File: src/rtl/crp_pkg.sv
// shared types, mode codes and character constants for the comment stripper
package crp_pkg;

    localparam int FIFO_DEPTH = 4;

    localparam logic [3:0] M_CODE       = 4'd0;
    localparam logic [3:0] M_HELD_PAREN = 4'd1;
    localparam logic [3:0] M_HELD_SLASH = 4'd2;
    localparam logic [3:0] M_LINE       = 4'd3;
    localparam logic [3:0] M_BRACE      = 4'd4;
    localparam logic [3:0] M_PAREN      = 4'd5;
    localparam logic [3:0] M_PAREN_STAR = 4'd6;
    localparam logic [3:0] M_STRING     = 4'd7;
    localparam logic [3:0] M_STR_QUOTE  = 4'd8;

    localparam logic [7:0] CH_LBRACE  = 8'h7B;
    localparam logic [7:0] CH_RBRACE  = 8'h7D;
    localparam logic [7:0] CH_LPAREN  = 8'h28;
    localparam logic [7:0] CH_STAR    = 8'h2A;
    localparam logic [7:0] CH_RPAREN  = 8'h29;
    localparam logic [7:0] CH_SLASH   = 8'h2F;
    localparam logic [7:0] CH_QUOTE   = 8'h27;
    localparam logic [7:0] CH_NEWLINE = 8'h0A;

    // up to two bytes produced by one input word, plus its end flag
    typedef struct packed {
        logic [7:0] b0;
        logic [7:0] b1;
        logic [1:0] cnt;
        logic       last;
    } t_cmd;

    typedef struct packed {
        logic full;
        logic empty;
    } t_fifo_stat;

endpackage

File: src/rtl/crp_front.sv
// scanner: classifies each input byte and queues the bytes it passes through
module crp_front import crp_pkg::*; (
    input  logic       i_clk,
    input  logic       i_rst_n,
    input  logic       i_push,
    input  logic       i_full,
    input  logic [7:0] i_char,
    input  logic       i_last,
    output logic       o_cmd_push,
    output t_cmd       o_cmd
);

    logic [3:0] r_mode;
    logic [3:0] n_mode;
    t_cmd       cmd;
    logic       do_code;
    logic       accept;

    function automatic t_cmd put(input t_cmd c, input logic [7:0] ch);
        t_cmd r;
        r = c;
        if (c.cnt == 2'd0) begin
            r.b0 = ch;
        end else begin
            r.b1 = ch;
        end
        if (c.cnt != 2'd2) begin
            r.cnt = c.cnt + 2'd1;
        end
        return r;
    endfunction

    assign accept = i_push && !i_full;

    always_comb begin
        cmd     = '0;
        n_mode  = r_mode;
        do_code = 1'b0;
        case (r_mode)
            M_HELD_PAREN: begin
                if (i_char == CH_STAR) begin
                    n_mode = M_PAREN;
                end else begin
                    cmd     = put(cmd, CH_LPAREN);
                    do_code = 1'b1;
                end
            end
            M_HELD_SLASH: begin
                if (i_char == CH_SLASH) begin
                    n_mode = M_LINE;
                end else begin
                    cmd     = put(cmd, CH_SLASH);
                    do_code = 1'b1;
                end
            end
            M_LINE: begin
                if (i_char == CH_NEWLINE) begin
                    cmd    = put(cmd, CH_NEWLINE);
                    n_mode = M_CODE;
                end
            end
            M_BRACE: begin
                if (i_char == CH_RBRACE) begin
                    n_mode = M_CODE;
                end
            end
            M_PAREN: begin
                if (i_char == CH_STAR) begin
                    n_mode = M_PAREN_STAR;
                end
            end
            M_PAREN_STAR: begin
                if (i_char == CH_RPAREN) begin
                    n_mode = M_CODE;
                end else if (i_char != CH_STAR) begin
                    n_mode = M_PAREN;
                end
            end
            M_STRING: begin
                cmd = put(cmd, i_char);
                if (i_char == CH_QUOTE) begin
                    n_mode = M_STR_QUOTE;
                end
            end
            M_STR_QUOTE: begin
                if (i_char == CH_QUOTE) begin
                    cmd    = put(cmd, i_char);
                    n_mode = M_STRING;
                end else begin
                    do_code = 1'b1;
                end
            end
            default: begin
                do_code = 1'b1;
            end
        endcase

        // byte seen in plain code
        if (do_code) begin
            if (i_char == CH_LBRACE) begin
                n_mode = M_BRACE;
            end else if (i_char == CH_LPAREN) begin
                n_mode = M_HELD_PAREN;
            end else if (i_char == CH_SLASH) begin
                n_mode = M_HELD_SLASH;
            end else begin
                cmd    = put(cmd, i_char);
                n_mode = (i_char == CH_QUOTE) ? M_STRING : M_CODE;
            end
        end

        // end of text: flush a held char, back to code
        if (i_last) begin
            if (n_mode == M_HELD_PAREN) begin
                cmd = put(cmd, CH_LPAREN);
            end else if (n_mode == M_HELD_SLASH) begin
                cmd = put(cmd, CH_SLASH);
            end
            n_mode = M_CODE;
        end
        cmd.last = i_last;
    end

    always_ff @(posedge i_clk) begin
        if (!i_rst_n) begin
            r_mode <= M_CODE;
        end else if (accept) begin
            r_mode <= n_mode;
        end
    end

    assign o_cmd_push = accept && ((cmd.cnt != 2'd0) || i_last);
    assign o_cmd      = cmd;

endmodule

File: src/rtl/crp_fifo.sv
// short command queue between scanner and output stage
module crp_fifo import crp_pkg::*; #(
    parameter int DEPTH = FIFO_DEPTH
) (
    input  logic       i_clk,
    input  logic       i_rst_n,
    input  logic       i_wr,
    input  t_cmd       i_data,
    input  logic       i_rd,
    output t_cmd       o_data,
    output t_fifo_stat o_stat
);

    localparam int AW = (DEPTH > 1) ? $clog2(DEPTH) : 1;
    localparam int CW = $clog2(DEPTH + 1);
    localparam logic [AW-1:0] LAST_IDX = AW'(DEPTH - 1);
    localparam logic [CW-1:0] FULL_CNT = CW'(DEPTH);

    t_cmd          r_mem [DEPTH];
    logic [AW-1:0] r_wr;
    logic [AW-1:0] r_rd;
    logic [CW-1:0] r_cnt;
    logic          wr_en;
    logic          rd_en;

    assign o_stat.full  = (r_cnt == FULL_CNT);
    assign o_stat.empty = (r_cnt == '0);
    assign wr_en = i_wr && !o_stat.full;
    assign rd_en = i_rd && !o_stat.empty;
    assign o_data = r_mem[r_rd];

    always_ff @(posedge i_clk) begin
        if (wr_en) begin
            r_mem[r_wr] <= i_data;
        end
    end

    always_ff @(posedge i_clk) begin
        if (!i_rst_n) begin
            r_wr  <= '0;
            r_rd  <= '0;
            r_cnt <= '0;
        end else begin
            if (wr_en) begin
                r_wr <= (r_wr == LAST_IDX) ? '0 : r_wr + AW'(1);
            end
            if (rd_en) begin
                r_rd <= (r_rd == LAST_IDX) ? '0 : r_rd + AW'(1);
            end
            if (wr_en && !rd_en) begin
                r_cnt <= r_cnt + CW'(1);
            end else if (rd_en && !wr_en) begin
                r_cnt <= r_cnt - CW'(1);
            end
        end
    end

endmodule

File: src/rtl/crp_back.sv
// output stage: expands queued commands into result words one per cycle while the reader pops
module crp_back import crp_pkg::*; (
    input  logic       i_clk,
    input  logic       i_rst_n,
    input  t_cmd       i_cmd,
    input  logic       i_cmd_empty,
    output logic       o_cmd_pop,
    input  logic       i_pop,
    output logic       o_empty,
    output logic [7:0] o_out_char,
    output logic       o_out_valid,
    output logic       o_run_last,
    output logic       o_stream_end
);

    logic       r_full;
    logic       r_second;
    logic [7:0] r_char;
    logic       r_valid;
    logic       r_run_last;
    logic       r_stream_end;
    logic       load;
    logic       two;
    logic       fin;

    assign load = !i_cmd_empty && (!r_full || i_pop);
    assign two  = (i_cmd.cnt == 2'd2);
    // a two-byte command stays at the queue head for its first byte
    assign fin  = !two || r_second;
    assign o_cmd_pop = load && fin;

    always_ff @(posedge i_clk) begin
        if (!i_rst_n) begin
            r_full   <= 1'b0;
            r_second <= 1'b0;
        end else begin
            if (load) begin
                r_full   <= 1'b1;
                r_second <= !fin;
            end else if (i_pop) begin
                r_full <= 1'b0;
            end
        end
    end

    always_ff @(posedge i_clk) begin
        if (load) begin
            r_char       <= r_second ? i_cmd.b1 : ((i_cmd.cnt == 2'd0) ? 8'd0 : i_cmd.b0);
            r_valid      <= (i_cmd.cnt != 2'd0);
            r_run_last   <= fin;
            r_stream_end <= fin && i_cmd.last;
        end
    end

    assign o_empty      = !r_full;
    assign o_out_char   = r_char;
    assign o_out_valid  = r_valid;
    assign o_run_last   = r_run_last;
    assign o_stream_end = r_stream_end;

endmodule

File: src/rtl/pascal_comment_stripper.sv
// top level: drops brace, paren-star and line comments from a byte stream
// each byte's result words pass through the command queue and then the output register
// throughput: one input byte per cycle while bytes give at most one word each and the reader pops;
//   the single output register moves one word a cycle, so a byte giving two words slows the flow
// a command queue, four entries by default, lets the scanner run ahead of a stalled output
// reset: synchronous active-low i_rst_n empties the queue and returns the scanner to code mode
module pascal_comment_stripper import crp_pkg::*; #(
    parameter int DEPTH = FIFO_DEPTH
) (
    input  logic       i_clk,
    input  logic       i_rst_n,
    input  logic       push,
    output logic       full,
    input  logic [7:0] i_in_char,
    input  logic       i_in_last,
    output logic       empty,
    input  logic       pop,
    output logic [7:0] o_out_char,
    output logic       o_out_valid,
    output logic       o_run_last,
    output logic       o_stream_end
);

    t_cmd       wr_cmd;
    t_cmd       rd_cmd;
    logic       cmd_push;
    logic       cmd_pop;
    t_fifo_stat q_stat;

    crp_front u_front (
        .i_clk      (i_clk),
        .i_rst_n    (i_rst_n),
        .i_push     (push),
        .i_full     (q_stat.full),
        .i_char     (i_in_char),
        .i_last     (i_in_last),
        .o_cmd_push (cmd_push),
        .o_cmd      (wr_cmd)
    );

    crp_fifo #(
        .DEPTH (DEPTH)
    ) u_fifo (
        .i_clk   (i_clk),
        .i_rst_n (i_rst_n),
        .i_wr    (cmd_push),
        .i_data  (wr_cmd),
        .i_rd    (cmd_pop),
        .o_data  (rd_cmd),
        .o_stat  (q_stat)
    );

    crp_back u_back (
        .i_clk        (i_clk),
        .i_rst_n      (i_rst_n),
        .i_cmd        (rd_cmd),
        .i_cmd_empty  (q_stat.empty),
        .o_cmd_pop    (cmd_pop),
        .i_pop        (pop),
        .o_empty      (empty),
        .o_out_char   (o_out_char),
        .o_out_valid  (o_out_valid),
        .o_run_last   (o_run_last),
        .o_stream_end (o_stream_end)
    );

    assign full = q_stat.full;

    a_end_is_run_last: assert property (@(posedge i_clk) disable iff (!i_rst_n)
        (!empty && o_stream_end) |-> o_run_last)
        else $error("stream end word is not the last word of its byte");

    a_marker_form: assert property (@(posedge i_clk) disable iff (!i_rst_n)
        (!empty && !o_out_valid) |-> (o_stream_end && (o_out_char == 8'd0)))
        else $error("empty end marker malformed");

    a_queue_stat: assert property (@(posedge i_clk) disable iff (!i_rst_n)
        !(q_stat.full && q_stat.empty))
        else $error("command queue both full and empty");

    a_no_push_when_full: assert property (@(posedge i_clk) disable iff (!i_rst_n)
        q_stat.full |-> !cmd_push)
        else $error("scanner wrote into a full queue");

endmodule

File: config.mk
export PLATFORM = sky130hd
export DESIGN_NAME = pascal_comment_stripper
export DESIGN_NICKNAME = d
export VERILOG_FILES = /design/src/rtl/crp_pkg.sv /design/src/rtl/crp_front.sv /design/src/rtl/crp_fifo.sv /design/src/rtl/crp_back.sv /design/src/rtl/pascal_comment_stripper.sv
export SDC_FILE = /design/constraint.sdc
export NUM_CORES = 1
export LEC_CHECK = 0
export BUFFER_PORTS_ARGS = -buffer_cell sky130_fd_sc_hd__buf_2
export CORE_MARGIN = 2
export CORE_UTILIZATION = 40
export DETAILED_ROUTE_END_ITERATION = 10
export HOLD_SLACK_MARGIN = 0.12
export PLACE_DENSITY = 0.57
export SYNTH_ARGS = -nofsm -noshare
export SYNTH_HDL_FRONTEND = slang
export SYNTH_SLANG_ARGS = --single-unit
File: constraint.sdc
create_clock -name i_clk -period 6.7 [get_ports i_clk]
set_clock_uncertainty 0.15 [all_clocks]
set_input_delay 1.005 -clock i_clk [delete_from_list [all_inputs] [get_ports i_clk]]
set_output_delay 1.005 -clock i_clk [all_outputs]
set_load 0.02 [all_outputs]
==> results.txt <==
- Setup repair after global routing missed its margin: no
* Placement Setup Slack: 1.73 ns
- The first global-routing pass estimated 15400 um of wire.
- Ratio of final minimum period to clock period: 69.3%
- Summing all flip-flop and latch instances after layout gives 2910 um2.
- Detailed-route via count: between 2000 and 3000
- After the last flow step, the layout net total stands at 397.
* Category of the critical setup timing path: in -> reg
- Counting flops with a built-in enable in the synthesized netlist gives 87.
- Syn_nets: 378
* Initial antenna violation count: 0
* Initial cell density of the core: 40.7%
* Final worst path period need: between 4 and 5 ns
- After detailed routing, the average wire length per cell comes to 18.0 um.
- Of the post-synthesis cell area, the dominant cell type holds between 50% and 60%.
- For the worst setup path, the data required time is 6.82 ns.
* Area of the die: 13000 um2
- The tree is rooted in a sky130_fd_sc_hd__clkbuf_16.
* TNS Setup: 0 ns
- The number of gates resized after CTS was 0.
- Hold buffer count at CTS: 0
- Sequential cell area fraction in the yosys report: 60.1%
* Clock-pin slew reported for the worst setup and hold paths after clock tree synthesis: 0.06 ns
- Number of iterations in the first detailed-routing pass: 4
- The final hold violation count was 0.
- At the pin with the least slew margin, the transition time is 1.03 ns.
- Relative to the synthesized area, the layout overhead comes to 10.6%.
- The most used flip-flop cell after synthesis is sky130_fd_sc_hd__edfxtp_1.
- Number of buffers between clock root and the deepest sink: 2
- Endpoint type of the worst setup path: flip-flop
- Number of post-CTS setup repair buffers: 0
- CTS tree: done
- The max-slew violation count came to 0.
- Netlist area before placement: 4850 um2
- Die width: 114 um
- Clk Latency, worst-skew pair: 0.34 ns
- H-tree levels: 3
- Placer congestion estimate: 0.900
- Top achievable clock speed: 215 MHz
- After filler insertion, the fill cell instance count of the layout stands at 1075.
- The floorplan step defined a core boundary enclosing 11900 um2.
* Ranking of synthesized cells by instance count: sky130_fd_sc_hd__edfxtp_1, sky130_fd_sc_hd__nand2_1, sky130_fd_sc_hd__mux4_2
- In this run, the number of DRC markers left after iteration 0 of detailed routing was 195.
- ANT nets after route: 0
* Topmost layer with routed signal wires: met4
- Synthesized area per cell: 13.6 um2
- VDD sags by at most 0.129 mV.
* Number of port buffers: 25
- The cell count after synthesis came out at around 360.
- Cell type contributing the most total cell area after synthesis: sky130_fd_sc_hd__edfxtp_1
- Leak pwr: between 1.5 and 2 nW
- Unique cell type count in the Yosys netlist: 64
- After detailed routing, the met3 layer carries roughly 190 um of wire.
- The run finished with clean final reports.
* M1 WL: between 4000 and 5000 um
- Across every metal layer, demand over resource in global routing totals between 15 and 20%.
- # setup viols final: 0
- Yosys warning total: 0
- The synthesized design contains 102 register bits.
* Number of buffers inserted during clock tree synthesis: 9
- After detailed routing, the met2 layer carries around 4700 um of wire.
- 26 I/O pins were placed.
- Summed over all layers, the global routing overflow is 0.
* Leading post-synthesis cells by cell area: sky130_fd_sc_hd__edfxtp_1, sky130_fd_sc_hd__mux4_2, sky130_fd_sc_hd__dfxtp_1
* Pin count of the biggest net entering global routing: 20
- Class of the worst hold path: reg -> reg
- Headroom to the max-slew limit came out at a little under a third.
* Die Height: 114 um
- Vias in the first global route: a little under 3000
* Final worst slack: 2.06 ns
* Row cnt: 40
- STA classifies the critical path startpoint as an input port.
- For this run, design rule violations remaining after detail routing come to 0.
- Share of flip-flops with an asynchronous set or reset after synthesis: 0%
* Layout cells sized above 1: 19.7%
* Area of the multi-input gates: 1800 um2
- Detail Placement HPWL: 6340 um
- Across the run, the number of max-cap violations was 0.
- Routed vias/inst: 5.51
* Final wirelength: 9510 um
- The tightest hold path in the finished design has a slack of 0.394 ns.
* Critical path data arrival time: 4.76 ns
- Top fanout value on the critical path: 10
- Ant diodes: 0
* Power per Cell Area: 337 nW/um2
- The clock net in this run drives a total of 102 sinks.
- Yosys instantiated no cell more often than sky130_fd_sc_hd__edfxtp_1.
[layout by cell type (no fill, tap or decap), types with 9 or more instances in the layout]
master	count
sky130_fd_sc_hd__o21ai_0	14
sky130_fd_sc_hd__buf_2	25
sky130_fd_sc_hd__a21oi_1	11
sky130_fd_sc_hd__dfxtp_1	15
sky130_fd_sc_hd__nor3_1	10
sky130_fd_sc_hd__mux4_2	19
sky130_fd_sc_hd__and2_1	13
sky130_fd_sc_hd__nand2_1	30
sky130_fd_sc_hd__clkbuf_16	9
sky130_fd_sc_hd__edfxtp_1	87
sky130_fd_sc_hd__inv_1	12
sky130_fd_sc_hd__nor2_1	15
sky130_fd_sc_hd__nor2b_1	13
[layer usage]
metal / track usage, % / vias up
li1: - / 1404
met1: 20.7 / 1446
met2: 25.1 / 43
met3: 3.28 / 14
met4: 5.93 / 0
met5: 0 / -
[cell families after synthesis]
family | Yosys count | synth area share (%)
AOI/OAI and AO/OA | 56 | 8.02
xor gates and xnor gates | 4 | 0.723
adders and majority gates | 8 | 2.22
buffers and inverters | 32 | 2.73
DFF | 102 | 60.1
muxes | 25 | 10.1
and+or+nand+nor | 130 | 16.2
[final timing paths]
check	end	startpoint	depth (start not counted)	slack (ns)
worst max-delay path	u_fifo.r_cnt[2]$_SDFFE_PN0P_	i_in_char[4]	14	2.06
worst min-delay path	u_fifo.r_rd[1]$_SDFFE_PN0P_	u_fifo.r_rd[1]$_SDFFE_PN0P_	2	0.39
worst max register to register	u_fifo.r_cnt[2]$_SDFFE_PN0P_	u_front.r_mode[1]$_SDFFE_PN0P_	13	2.49
worst min register to register	u_fifo.r_rd[1]$_SDFFE_PN0P_	u_fifo.r_rd[1]$_SDFFE_PN0P_	2	0.39
[per-stage QoR]
step / cells / util (%) / total power, mW / area [um2]
5_1_grt: 528 / 45.0 / 1.92 / 5360
3_5_place_dp: 512 / 42.7 / 1.35 / 5090
3_3_place_gp: 512 / 42.7 / 1.34 / 5090
2_1_floorplan: 357 / - / 1.22 / 4850
4_1_cts: 528 / 45.0 / 1.83 / 5360
6_report: 528 / 45.0 / 1.81 / 5360
[worst max-delay path: stages]
cell and delay (ns):
sky130_fd_sc_hd__buf_2 0.16, sky130_fd_sc_hd__nor4b_4 0.61, sky130_fd_sc_hd__a21oi_1 0.26, sky130_fd_sc_hd__nor2_1 0.25, sky130_fd_sc_hd__nand4_1 0.21, sky130_fd_sc_hd__ha_1 0.35, sky130_fd_sc_hd__mux2i_1 0.14, sky130_fd_sc_hd__a31oi_2 0.38
sky130_fd_sc_hd__ha_1 0.25, sky130_fd_sc_hd__inv_1 0.07, sky130_fd_sc_hd__fa_1 0.42, sky130_fd_sc_hd__xor2_1 0.18, sky130_fd_sc_hd__or3_1 0.32, sky130_fd_sc_hd__a21boi_0 0.15
[where the power goes]
part           internal (mW)  leakage (nW)  switching, mW
combinational          0.214         0.808          0.256
clock                  0.254         0.127          0.224
sequential             0.807         0.926         0.0508
total                   1.28          1.86          0.531
[flip-flops by register name, indices dropped and copies added (netlist names), named ones only]
name	count
u_fifo.r_cnt	3
u_fifo.r_mem	76
u_back.o_out_valid	1
u_back.o_run_last	1
u_back.o_stream_end	1
u_back.r_second	1
u_back.r_full	1
u_fifo.r_rd	2
u_front.r_mode	4
u_fifo.r_wr	2
u_back.o_out_char	8
[final cells by class]
cell class	instances	share of cell area, %
Clock buffer	10	4.27
Timing Repair Buffer	27	2.61
Tap cell	147	3.43
Clock inverter	6	0.840
Inverter	13	0.910
Sequential cell	102	54.3
Multi-Input combinational cell	223	33.6
Note: power is estimated with default switching activity, not from simulation.
